File: config.mk
export PLATFORM = sky130hd
export DESIGN_NAME = raycast_column_shader_unit
export DESIGN_NICKNAME = d
export VERILOG_FILES = /design/src/hw/rtl/rcs_pkg.sv /design/src/hw/rtl/rcs_front.sv /design/src/hw/rtl/rcs_queue.sv /design/src/hw/rtl/rcs_back.sv /design/src/hw/rtl/raycast_column_shader_unit.sv
export SDC_FILE = /design/constraint.sdc
export NUM_CORES = 1
export LEC_CHECK = 0
export BUFFER_PORTS_ARGS = -buffer_cell sky130_fd_sc_hd__buf_2
export CAP_MARGIN = 10
export CORE_MARGIN = 8
export CORE_UTILIZATION = 64
export DETAILED_ROUTE_END_ITERATION = 16
export PLACE_DENSITY = 0.82
export SLEW_MARGIN = 20
export SYNTH_ARGS = -nofsm -noshare
export SYNTH_HDL_FRONTEND = slang
export SYNTH_SLANG_ARGS = --single-unit
File: constraint.sdc
create_clock -name i_clk -period 8.27 [get_ports i_clk]
set_clock_uncertainty 0.05 [all_clocks]
set_input_delay 2.481 -clock i_clk [delete_from_list [all_inputs] [get_ports i_clk]]
set_output_delay 2.481 -clock i_clk [all_outputs]
set_load 0.01 [all_outputs]
File: src/hw/rtl/rcs_pkg.sv
`timescale 1ns / 1ps
// ----------------------------------------------------------------------------
// rcs_pkg
// Shared constants, record type and glyph tables of the column shader.
// ----------------------------------------------------------------------------
package rcs_pkg;

    localparam int MAX_ROWS      = 64;
    localparam int ROW_W         = $clog2(MAX_ROWS);        // row index bits
    localparam int HGT_W         = $clog2(MAX_ROWS + 1);    // height / row count bits
    localparam int QUEUE_DEPTH   = 2;
    localparam int QPTR_W        = $clog2(QUEUE_DEPTH);
    localparam int QCNT_W        = $clog2(QUEUE_DEPTH + 1);

    localparam logic [6:0] RESET_HEIGHT = 7'd24;
    localparam logic [6:0] MIN_HEIGHT   = 7'd2;
    localparam logic [6:0] MAX_HEIGHT   = 7'(MAX_ROWS);

    localparam logic [3:0]  WALL_STEPS  = 4'd11;
    localparam logic [15:0] FAR_RAW     = 16'd4096;
    localparam logic [15:0] NEAR_RAW    = 16'd256;        // at or below: full height
    localparam int          QUO_W       = ROW_W;          // quotient bits when dist > 256
    localparam int          FLOOR_CUTS  = 5;

    localparam logic [6:0] CH_SPACE = 7'h20;

    // one classified column, handed from front to back
    typedef struct packed {
        logic [7:0]        column;
        logic [ROW_W-1:0]  row_last;
        logic [HGT_W-1:0]  wall_start;
        logic [HGT_W-1:0]  wall_end;
        logic [6:0]        wall_glyph;
        logic [FLOOR_CUTS-1:0][HGT_W-1:0] floor_cut;
    } t_col_rec;

    function automatic logic [6:0] wall_ramp(input logic [3:0] idx);
        logic [6:0] ch;
        case (idx)
            4'd0:    ch = 7'h40;  // @
            4'd1:    ch = 7'h25;  // %
            4'd2:    ch = 7'h23;  // #
            4'd3:    ch = 7'h2A;  // *
            4'd4:    ch = 7'h2B;  // +
            4'd5:    ch = 7'h3D;  // =
            4'd6:    ch = 7'h7E;  // ~
            4'd7:    ch = 7'h2D;  // -
            4'd8:    ch = 7'h3A;  // :
            4'd9:    ch = 7'h2E;  // .
            4'd10:   ch = 7'h60;  // `
            default: ch = CH_SPACE;
        endcase
        return ch;
    endfunction

    function automatic logic [6:0] floor_ramp(input logic [2:0] idx);
        logic [6:0] ch;
        case (idx)
            3'd0:    ch = CH_SPACE;
            3'd1:    ch = 7'h2E;  // .
            3'd2:    ch = 7'h3A;  // :
            3'd3:    ch = 7'h2D;  // -
            3'd4:    ch = 7'h3D;  // =
            default: ch = 7'h2B;  // +
        endcase
        return ch;
    endfunction

    // floor(x/5) for any 8-bit x, by reciprocal multiply
    function automatic logic [7:0] div5(input logic [7:0] x);
        logic [17:0] p;
        p = 18'(x) * 18'd205;
        return p[17:10];
    endfunction

endpackage

File: src/hw/rtl/rcs_front.sv
`timescale 1ns / 1ps
// ----------------------------------------------------------------------------
// rcs_front
// Takes a ray result, finds the slice height with a radix-2 divider and
// packs the row boundaries and glyphs into one column record.
// ----------------------------------------------------------------------------
module rcs_front (
    input  logic               i_clk,
    input  logic               i_rst_n,
    input  logic [6:0]         i_screen_height,
    input  logic               i_in_valid,
    output logic               o_in_stall,
    input  logic [7:0]         i_column_index,
    input  logic               i_ray_hit,
    input  logic [15:0]        i_wall_distance,
    input  logic               i_side_is_y,
    output logic               o_push,
    output rcs_pkg::t_col_rec  o_rec,
    input  logic               i_full
);
    import rcs_pkg::*;

    localparam int CNT_W = $clog2(QUO_W);
    localparam int REM_W = HGT_W + 8;
    localparam int SH_W  = 16 + QUO_W - 1;

    logic               r_valid;
    logic               r_div_busy;
    logic [CNT_W-1:0]   r_cnt;
    logic [REM_W-1:0]   r_rem;
    logic [QUO_W-1:0]   r_quo;
    logic [7:0]         r_col;
    logic               r_hit;
    logic [15:0]        r_dist;
    logic               r_side;
    logic [HGT_W-1:0]   r_h;

    logic               w_accept;
    logic [HGT_W-1:0]   w_h_clamp;
    logic               w_need_div;
    logic [SH_W-1:0]    w_dsh;
    logic               w_fits;
    logic [HGT_W-1:0]   w_line;
    logic [HGT_W-1:0]   w_start;
    logic [12:0]        w_dclamp;
    logic [16:0]        w_dmul;
    logic [3:0]         w_idx;
    logic [ROW_W-1:0]   w_horizon;
    logic [FLOOR_CUTS-1:0][HGT_W-1:0] w_cut;

    always_comb begin
        if (i_screen_height < MIN_HEIGHT) begin
            w_h_clamp = HGT_W'(MIN_HEIGHT);
        end else if (i_screen_height > MAX_HEIGHT) begin
            w_h_clamp = HGT_W'(MAX_HEIGHT);
        end else begin
            w_h_clamp = HGT_W'(i_screen_height);
        end
    end

    assign w_need_div = i_ray_hit && (i_wall_distance > NEAR_RAW);
    assign w_dsh      = SH_W'(r_dist) << r_cnt;
    assign w_fits     = SH_W'(r_rem) >= w_dsh;

    // classification of the held item
    always_comb begin
        if (!r_hit) begin
            w_line = '0;
        end else if (r_dist > NEAR_RAW) begin
            w_line = HGT_W'(r_quo);
        end else begin
            w_line = r_h;
        end
        w_start  = (r_h - w_line) >> 1;
        w_dclamp = (r_dist > FAR_RAW) ? 13'(FAR_RAW) : r_dist[12:0];
        w_dmul   = 17'(w_dclamp) * 17'd11;
        w_idx    = r_hit ? w_dmul[15:12] : WALL_STEPS;
        if (r_side && w_idx < WALL_STEPS) begin
            w_idx = w_idx + 4'd1;
        end
        w_horizon = r_h[HGT_W-1:1];
        // row where the floor index first reaches k+1
        for (int k = 0; k < FLOOR_CUTS; k++) begin
            w_cut[k] = HGT_W'(w_horizon)
                     + HGT_W'(div5(8'(w_horizon) * 8'(k + 1) + 8'd4));
        end
    end

    assign o_push     = r_valid && !r_div_busy && !i_full;
    assign o_in_stall = r_valid && !o_push;
    assign w_accept   = i_in_valid && !o_in_stall;

    assign o_rec.column     = r_col;
    assign o_rec.row_last   = ROW_W'(r_h - HGT_W'(1));
    assign o_rec.wall_start = w_start;
    assign o_rec.wall_end   = w_start + w_line;
    assign o_rec.wall_glyph = wall_ramp(w_idx);
    assign o_rec.floor_cut  = w_cut;

    always_ff @(posedge i_clk) begin
        if (!i_rst_n) begin
            r_valid    <= 1'b0;
            r_div_busy <= 1'b0;
            r_cnt      <= '0;
        end else begin
            if (w_accept) begin
                r_valid    <= 1'b1;
                r_div_busy <= w_need_div;
                r_cnt      <= CNT_W'(QUO_W - 1);
            end else begin
                if (o_push) begin
                    r_valid <= 1'b0;
                end
                if (r_div_busy) begin
                    r_cnt <= r_cnt - CNT_W'(1);
                    if (r_cnt == '0) begin
                        r_div_busy <= 1'b0;
                    end
                end
            end
        end
    end

    always_ff @(posedge i_clk) begin
        if (w_accept) begin
            r_col  <= i_column_index;
            r_hit  <= i_ray_hit;
            r_dist <= i_wall_distance;
            r_side <= i_side_is_y;
            r_h    <= w_h_clamp;
            r_rem  <= {w_h_clamp, 8'h00};
            r_quo  <= '0;
        end else if (r_div_busy && w_fits) begin
            // restoring step, one quotient bit per cycle
            r_rem        <= r_rem - REM_W'(w_dsh);
            r_quo[r_cnt] <= 1'b1;
        end
    end

endmodule

File: src/hw/rtl/rcs_queue.sv
`timescale 1ns / 1ps
// ----------------------------------------------------------------------------
// rcs_queue
// Small first-in first-out buffer of column records between front and back.
// ----------------------------------------------------------------------------
module rcs_queue (
    input  logic               i_clk,
    input  logic               i_rst_n,
    input  logic               i_push,
    input  rcs_pkg::t_col_rec  i_rec,
    output logic               o_full,
    input  logic               i_pop,
    output rcs_pkg::t_col_rec  o_rec,
    output logic               o_empty
);
    import rcs_pkg::*;

    t_col_rec            r_slot [QUEUE_DEPTH];
    logic [QPTR_W-1:0]   r_wr_ptr;
    logic [QPTR_W-1:0]   r_rd_ptr;
    logic [QCNT_W-1:0]   r_count;

    assign o_full  = r_count == QCNT_W'(QUEUE_DEPTH);
    assign o_empty = r_count == '0;
    assign o_rec   = r_slot[r_rd_ptr];

    always_ff @(posedge i_clk) begin
        if (!i_rst_n) begin
            r_wr_ptr <= '0;
            r_rd_ptr <= '0;
            r_count  <= '0;
        end else begin
            if (i_push) begin
                r_wr_ptr <= (r_wr_ptr == QPTR_W'(QUEUE_DEPTH - 1)) ? '0 : r_wr_ptr + QPTR_W'(1);
            end
            if (i_pop) begin
                r_rd_ptr <= (r_rd_ptr == QPTR_W'(QUEUE_DEPTH - 1)) ? '0 : r_rd_ptr + QPTR_W'(1);
            end
            if (i_push && !i_pop) begin
                r_count <= r_count + QCNT_W'(1);
            end else if (i_pop && !i_push) begin
                r_count <= r_count - QCNT_W'(1);
            end
        end
    end

    always_ff @(posedge i_clk) begin
        if (i_push) begin
            r_slot[r_wr_ptr] <= i_rec;
        end
    end

endmodule

File: src/hw/rtl/rcs_back.sv
`timescale 1ns / 1ps
// ----------------------------------------------------------------------------
// rcs_back
// Walks the rows of one column record and emits one glyph beat per row
// through an output register.
// ----------------------------------------------------------------------------
module rcs_back (
    input  logic               i_clk,
    input  logic               i_rst_n,
    input  rcs_pkg::t_col_rec  i_rec,
    input  logic               i_empty,
    output logic               o_pop,
    output logic               o_out_valid,
    input  logic               i_out_stall,
    output logic [7:0]         o_out_column,
    output logic [5:0]         o_out_row,
    output logic [6:0]         o_glyph,
    output logic               o_last_row
);
    import rcs_pkg::*;

    logic               r_busy;
    t_col_rec           r_rec;
    logic [ROW_W-1:0]   r_row;
    logic               r_out_valid;
    logic [7:0]         r_out_column;
    logic [ROW_W-1:0]   r_out_row;
    logic [6:0]         r_glyph;
    logic               r_last_row;

    logic               w_advance;
    logic               w_row_last;
    logic [HGT_W-1:0]   w_row_ext;
    logic [2:0]         w_fidx;
    logic [6:0]         n_glyph;

    assign w_advance  = r_busy && (!r_out_valid || !i_out_stall);
    assign w_row_last = r_row == r_rec.row_last;
    assign o_pop      = !i_empty && (!r_busy || (w_advance && w_row_last));
    assign w_row_ext  = HGT_W'(r_row);

    always_comb begin
        w_fidx = '0;
        for (int k = 0; k < FLOOR_CUTS; k++) begin
            if (w_row_ext >= r_rec.floor_cut[k]) begin
                w_fidx = w_fidx + 3'd1;
            end
        end
        if (w_row_ext < r_rec.wall_start) begin
            n_glyph = CH_SPACE;
        end else if (w_row_ext < r_rec.wall_end) begin
            n_glyph = r_rec.wall_glyph;
        end else begin
            n_glyph = floor_ramp(w_fidx);
        end
    end

    always_ff @(posedge i_clk) begin
        if (!i_rst_n) begin
            r_busy      <= 1'b0;
            r_row       <= '0;
            r_out_valid <= 1'b0;
        end else begin
            if (o_pop) begin
                r_busy <= 1'b1;
                r_row  <= '0;
            end else if (w_advance) begin
                if (w_row_last) begin
                    r_busy <= 1'b0;
                end else begin
                    r_row <= r_row + ROW_W'(1);
                end
            end
            if (w_advance) begin
                r_out_valid <= 1'b1;
            end else if (!i_out_stall) begin
                r_out_valid <= 1'b0;
            end
        end
    end

    always_ff @(posedge i_clk) begin
        if (o_pop) begin
            r_rec <= i_rec;
        end
        if (w_advance) begin
            r_out_column <= r_rec.column;
            r_out_row    <= r_row;
            r_glyph      <= n_glyph;
            r_last_row   <= w_row_last;
        end
    end

    assign o_out_valid  = r_out_valid;
    assign o_out_column = r_out_column;
    assign o_out_row    = 6'(r_out_row);
    assign o_glyph      = r_glyph;
    assign o_last_row   = r_last_row;

endmodule

File: src/hw/rtl/raycast_column_shader_unit.sv
`timescale 1ns / 1ps
// ----------------------------------------------------------------------------
// raycast_column_shader_unit
// Turns one screen column's ray result into one text glyph per screen row.
// ----------------------------------------------------------------------------
// usage:
//   input channel (i_in_valid / o_in_stall) takes one column per beat:
//   column index, hit flag, Q8.8 wall distance and wall side
//   output channel (o_out_valid / i_out_stall) gives H beats per column,
//   top row first, with o_last_row set on row H-1; H is screen_height
//   limited to 2..64
//   screen_height is written through i_cfg_wr_en / i_cfg_wr_data; the user
//   writes it only while the unit is idle, not enforced here; reset loads 24
//   first row path: front register, queue slot, row walker record, output
//   register; a hit at a distance above 1.0 also runs the divider first
//   flow: the row walker emits one beat per cycle while the output is not
//   stalled; the front holds one column and takes the next as it pushes the
//   held one, and a two-entry queue lets it work ahead of the row walker
//   a stall on the output holds the output register; the queue and the
//   front keep filling until full, then o_in_stall rises
//   synchronous active-low reset empties every stage; no clearing pass
// ----------------------------------------------------------------------------
module raycast_column_shader_unit (
    input  logic        i_clk,
    input  logic        i_rst_n,
    input  logic        i_cfg_wr_en,
    input  logic [6:0]  i_cfg_wr_data,
    input  logic        i_in_valid,
    output logic        o_in_stall,
    input  logic [7:0]  i_column_index,
    input  logic        i_ray_hit,
    input  logic [15:0] i_wall_distance,
    input  logic        i_side_is_y,
    output logic        o_out_valid,
    input  logic        i_out_stall,
    output logic [7:0]  o_out_column,
    output logic [5:0]  o_out_row,
    output logic [6:0]  o_glyph,
    output logic        o_last_row
);
    import rcs_pkg::*;

    logic [6:0] r_screen_height;
    logic       w_push;
    logic       w_full;
    logic       w_pop;
    logic       w_empty;
    t_col_rec   w_front_rec;
    t_col_rec   w_head_rec;

    always_ff @(posedge i_clk) begin
        if (!i_rst_n) begin
            r_screen_height <= RESET_HEIGHT;
        end else if (i_cfg_wr_en) begin
            r_screen_height <= i_cfg_wr_data;
        end
    end

    rcs_front u_front (
        .i_clk           (i_clk),
        .i_rst_n         (i_rst_n),
        .i_screen_height (r_screen_height),
        .i_in_valid      (i_in_valid),
        .o_in_stall      (o_in_stall),
        .i_column_index  (i_column_index),
        .i_ray_hit       (i_ray_hit),
        .i_wall_distance (i_wall_distance),
        .i_side_is_y     (i_side_is_y),
        .o_push          (w_push),
        .o_rec           (w_front_rec),
        .i_full          (w_full)
    );

    rcs_queue u_queue (
        .i_clk   (i_clk),
        .i_rst_n (i_rst_n),
        .i_push  (w_push),
        .i_rec   (w_front_rec),
        .o_full  (w_full),
        .i_pop   (w_pop),
        .o_rec   (w_head_rec),
        .o_empty (w_empty)
    );

    rcs_back u_back (
        .i_clk        (i_clk),
        .i_rst_n      (i_rst_n),
        .i_rec        (w_head_rec),
        .i_empty      (w_empty),
        .o_pop        (w_pop),
        .o_out_valid  (o_out_valid),
        .i_out_stall  (i_out_stall),
        .o_out_column (o_out_column),
        .o_out_row    (o_out_row),
        .o_glyph      (o_glyph),
        .o_last_row   (o_last_row)
    );

endmodule

-- Word level (Yosys, flattened, before mapping)
Memory sizes are Yosys's and may differ from the RTL's. A register that Yosys moved wholly into a read port is not among the register bits.
Index checks and enable logic that the tools add are counted.
- shifts and indexed selects: 1
- $lt $le $gt $ge: 16
- eq/ne operators: 7
- multiply operators: 8
- mux-type cells: 36
- reductions and logical operators: 37
- bitwise operators: 3
- add/sub/neg operators: 25
- operators by type and width (cell ; number):
    multiplier 8 x 8 -> 16 bit (second input constant) ; 5
    adder 6 x 6 -> 7 bit ; 5
    >= comparator 6 x 7 -> 1 bit ; 5
    2-to-1 mux 7 bit ; 5
    greater-than comparator 16 x 9 -> 1 bit (second input constant) ; 2
    2-to-1 mux 15 bit ; 2
    one-hot mux 5 bit (5 select lines) ; 1
    adder 8 x 3 -> 8 bit (second input constant) ; 3
    >= comparator 15 x 21 -> 1 bit ; 1
    left shift 16 x 3 -> 21 bit ; 1
    2-to-1 mux 3 bit ; 6
    greater-than comparator 16 x 13 -> 1 bit (second input constant) ; 1
    multiplier 13 x 4 -> 16 bit (second input constant) ; 1
    2-to-1 mux 1 bit ; 16
    subtractor 15 bit ; 1
    less-than comparator 6 x 7 -> 1 bit ; 2
    logical AND 1 bit ; 13
    2-to-1 mux 13 bit ; 1
    nonzero test 2 bit ; 6
    adder 3 x 1 -> 3 bit (second input constant) ; 3
    zero test 1 bit ; 9
    adder 7 x 3 -> 8 bit (second input constant) ; 1
    multiplier 6 x 2 -> 8 bit (second input constant) ; 1
    multiplier 6 x 3 -> 8 bit (second input constant) ; 1
    other kinds (32) ; 41
- bits in registers: 107
- bits of input ports: 38
- word-level logic and storage cells: 159
- ROM bits: 112
- output and inout bits: 24
- memories: 2
- RAM bits: 138
- memory list (memory ; depth ; width ; rd ports ; clocked after memory_dff ; wr ports ; line ; source):
    u_queue.r_slot ; 2 ; 69 ; 1 ; 1 ; 1 ; rcs_queue.sv:18 ; t_col_rec r_slot [QUEUE_DEPTH];
    (name not given) ; 16 ; 7 ; 1 ; 0 ; 0 ; rcs_pkg.sv:39 ; case (idx)

-- Depth between registers and ports, before layout
- word-level depth: 13
- gate-level depth with buffers: 28
- gate-level depth less buffers: 28

-- Hierarchy
Synthesis repeated with hierarchy kept, for this count alone.
- cell total of the unflattened synthesis: 1908
- area, all modules: 21948.6 µm²
- modules (own cells, without submodules) (module ; sequential area each (µm²) ; times used ; area an instance (µm²) ; cells an instance):
    rcs_front ; 1581.5 ; 1 ; 11673.7 ; 1299
    rcs_queue ; 4304.1 ; 1 ; 5256.3 ; 240
    rcs_back ; 2922.8 ; 1 ; 4758.3 ; 347
    raycast_column_shader_unit ; 140.1 ; 1 ; 260.2 ; 22

-- Worst setup path before layout
No wires, ideal clock.
- path type: flip-flop to flip-flop
- from: register u_front.r_h[2]
- to: memory u_queue.r_slot[0][19] (netlist name), data pin
- cell stages (with the launch flop): 27
- period minus slack after synthesis: 6.649 ns
- data required time: 7.958 ns
- arrival time: 6.337 ns
- slack: 1.621 ns
- path buffers: 0
- setup time: 0.262 ns
- cell sequence: edfxtp_1 -> inv_1 -> ha_1 -> inv_1 -> ha_1 -> inv_1 -> fa_1 -> inv_1 -> a21o_1 -> a21oi_1 -> xnor2_1 -> xnor2_1 -> fa_1 -> fa_1 -> fa_1 -> inv_1 -> ha_1 -> nand2_1 -> o21ai_0 -> a21oi_1 -> xnor2_1 -> ha_1 -> a21o_1 -> a21oi_1 -> o21bai_1 -> a21oi_1 -> xnor2_1
- RTL lines (what ; line ; source):
    start: declaration ; rcs_front.sv:36 ; logic [HGT_W-1:0] r_h;
    start signal: assignment ; rcs_front.sv:130 ; r_h <= w_h_clamp;
    end: declaration ; rcs_queue.sv:18 ;

==> out/metrics.yaml <==
status: "finished, final reports clean"
whs_endpoint: "u_back.o_out_column[7]"
dieArea_mm2: 0.0395
tritoncts: "built"
ys_seq_elements: 307
firstDrtPassIters: 5
core-area_mm2: 0.0332
synth_most_common_cell: "ha_1"
ant_nets: 0
start_kind: "flop"
synth_top_family_by_area: "adder cells"
path_class: "reg -> reg"
synth_area_leaders: "edfxtp_1 (38%), ha_1 (21%), fa_1 (5.5%)"
synth_compound_area_frac: 0.0791
peakVddDrop_v: 0.000435
io_buffers: 61
reg2reg_setup_slack_ps: 1270
cpMaxStageDelayCell: "edfxtp_1"
r2r-start: "u_front.r_h[4]"
route.vias.total: 13600
start_util: 0.643
cpLargestDelayFamily: "adder cells"
drive_gt1_frac: 0.119
first_iter_violations: 775
grtUsageTotal: 0.216
yosys.area_share.simple: 0.0771
hp-class: "reg -> reg"
final_nets: 2366
syn-num-nets: 2289
avgSynthCellArea_um2: 11.6
gp_congestion: 0.869
synth.distinct_cells: 75
via_per_inst: 5.71
instances_no_fill: 2388
clock_latency_ps: 580
diodes: 0
dr_wl_met2_um: 20700
register_area_mm2: 0.00884
fin_crit_ps: 7000
synthCells: 1838
yosys.area.top_type: "edfxtp_1"
synthMuxAreaShare: 0.0618
syn_area_mm2: 0.0213
fillerInstances: 2334
drc: 0
multi_input_area_mm2: 0.0114
die_y_um: 199
crit_required_ps: 8530
hold_buffers: 0
p_leak_nw: 10.6
arrival_ps: 7260
fmax_mhz: 143
critPathMaxFanout: 15
async_reset_ff_frac: 0
numCtsBuffers: 31
grt-ovfl-total: 0
synth_top_area_frac: 0.378
cap_violations: 0
hold_depth: 0
grt_pass1_vias: 14000
ys_top_cells_by_count: "ha_1 (354), edfxtp_1 (269), inv_1 (258)"
clock-sinks: 307
rr_worst_depth: 25
htreeDepth: 1
post_cts_buffers: 0
drt-total-wl_um: 42200
worst_pin_slew_ps: 1040
area_delta_synth_final_pct: 9.05
yosysSeqAreaShare: 0.414
setup_viol: 0
synthAdderAreaFrac: 0.263
grt_antenna_before_repair: 0
synthFlopType: "edfxtp_1"
cts.clk_slew.worst_paths_ps: 60
dr_wl_met3_um: 1710
fin_setup_tns_ps: 0
ioPinCount: 62
end_kind: "flop"
met1_length_um: 18800
die_w_um: 199
cts_buffer_depth: 3
hold_path_startpoint: "u_back.r_rec[69]"
cts_repair_resize_count: 0
routed.top_layer: "met4"
yosys.area_share.xor_xnor: 0.0537
synth_edf_count: 269
rr_endpoint: "u_queue.r_slot[0][20]"
finalHoldViolations: 0
slew_violations: 0
grt_max_degree: 71
synth_warnings: 0
relSlewSlack: 0.308
root_buffer: "clkbuf_16"
post_drt_wl_per_cell_um: 17.7
path_buf_inv: 4
rsz0062_at_grt: "no"
fin_crit_sh: 0.846
placed_cells: 2330
fp-row-count: 67
p_per_area_mw_per_mm2: 427
slowest_delay_ps: 940
grt_pass1_wl_um: 69100
dp_hpwl_um: 30600
stage by stage:
stage          power, mW  utilization  area (um2)  worst slack (ps)  hold WS, ps
2_1_floorplan       7.05            -       21300              1620          350
3_3_place_gp        8.09        0.669       22200              1560          351
3_5_place_dp        8.44        0.669       22200              1380          360
4_1_cts             9.95        0.701       23300              1360          373
5_1_grt             10.8        0.701       23300               839          380
6_report            9.93        0.701       23300              1270          370
power by group:
group | internal [mW] | total [mW] | leakage, nW | switching (mW)
Sequential | 2.66 | 2.82 | 2.82 | 0.159
Clock | 0.864 | 1.45 | 0.518 | 0.586
Combinational | 2.46 | 5.66 | 7.26 | 3.19
Total | 5.99 | 9.93 | 10.6 | 3.94
sequential cells by signal, indices dropped and copies added, names as in the netlist:
register,count
u_queue.r_rd_ptr,1
u_front.r_dist,16
u_queue.r_count,2
u_queue.r_slot,138
r_screen_height,7
u_back.r_busy,1
u_back.o_glyph,7
u_front.r_cnt,3
u_front.r_col,8
u_back.o_out_row,6
u_back.o_last_row,1
u_back.r_row,6
u_front.r_rem,15
u_back.o_out_column,8
u_back.r_rec,69
u_front.r_side,1
u_front.r_quo,6
u_queue.r_wr_ptr,1
u_back.o_out_valid,1
u_front.r_h,7
u_front.r_valid,1
u_front.r_hit,1
u_front.r_div_busy,1
worst max-delay path by stage:
stage	start	to	slack, ps	cells past startpoint
final	u_front.r_h[4]	u_queue.r_slot[0][20]	1270	25
after global routing	u_front.r_h[4]	u_queue.r_slot[0][20]	840	25
after CTS	u_front.r_h[4]	u_queue.r_slot[1][20]	1360	24
after detailed placement	u_front.r_h[4]	u_queue.r_slot[0][34]	1380	22
after global placement	u_front.r_h[4]	u_queue.r_slot[0][34]	1560	22
after floorplan	u_front.r_h[2]	u_queue.r_slot[0][19]	1620	26
per-layer routing:
layer,GRT usage,vias to the layer above
li1,-,6616
met1,0.282,6650
met2,0.379,294
met3,0.0222,72
met4,0.0626,0
met5,0,-
logic make-up after synthesis:
logic type | count (synthesis)
fa+ha+maj | 413
flops | 307
buf+inv | 292
compound gates | 255
xor+xnor | 130
simple gates | 328
mux | 113
placed cells by master (no fill, tap or decap), types with 11 or more instances in the layout:
| cell type | synthesis | routed |
|---|---|---|
| nand2_1 | 72 | 72 |
| o21a_1 | 11 | 11 |
| ha_1 | 354 | 354 |
| fa_1 | 59 | 59 |
| nand2b_1 | 26 | 26 |
| dfxtp_1 | 38 | 37 |
| buf_4 | 0 | 14 |
| o21ai_0 | 36 | 36 |
| mux2i_1 | 32 | 32 |
| o21bai_1 | 19 | 19 |
| nand3_1 | 25 | 25 |
| nor2b_1 | 28 | 27 |
| clkbuf_16 | 0 | 31 |
| inv_1 | 258 | 257 |
| mux2_2 | 71 | 71 |
| and2_1 | 17 | 16 |
| buf_2 | 4 | 61 |
| nor2_1 | 95 | 94 |
| xor2_1 | 42 | 42 |
| a211oi_1 | 13 | 13 |
| xnor2_1 | 87 | 87 |
| nor3_1 | 16 | 16 |
| a21oi_1 | 81 | 81 |
| a21o_1 | 34 | 34 |
| edfxtp_1 | 269 | 269 |
final cells by class:
class	count	area share
Multi-Input combinational cell	1239	0.491
Sequential cell	307	0.380
Inverter	261	0.0421
Clock buffer	38	0.0353
Tap cell	448	0.0241
Timing Repair Buffer	75	0.0176
Clock inverter	20	0.0104
Note: power is estimated with default switching activity, not from simulation.
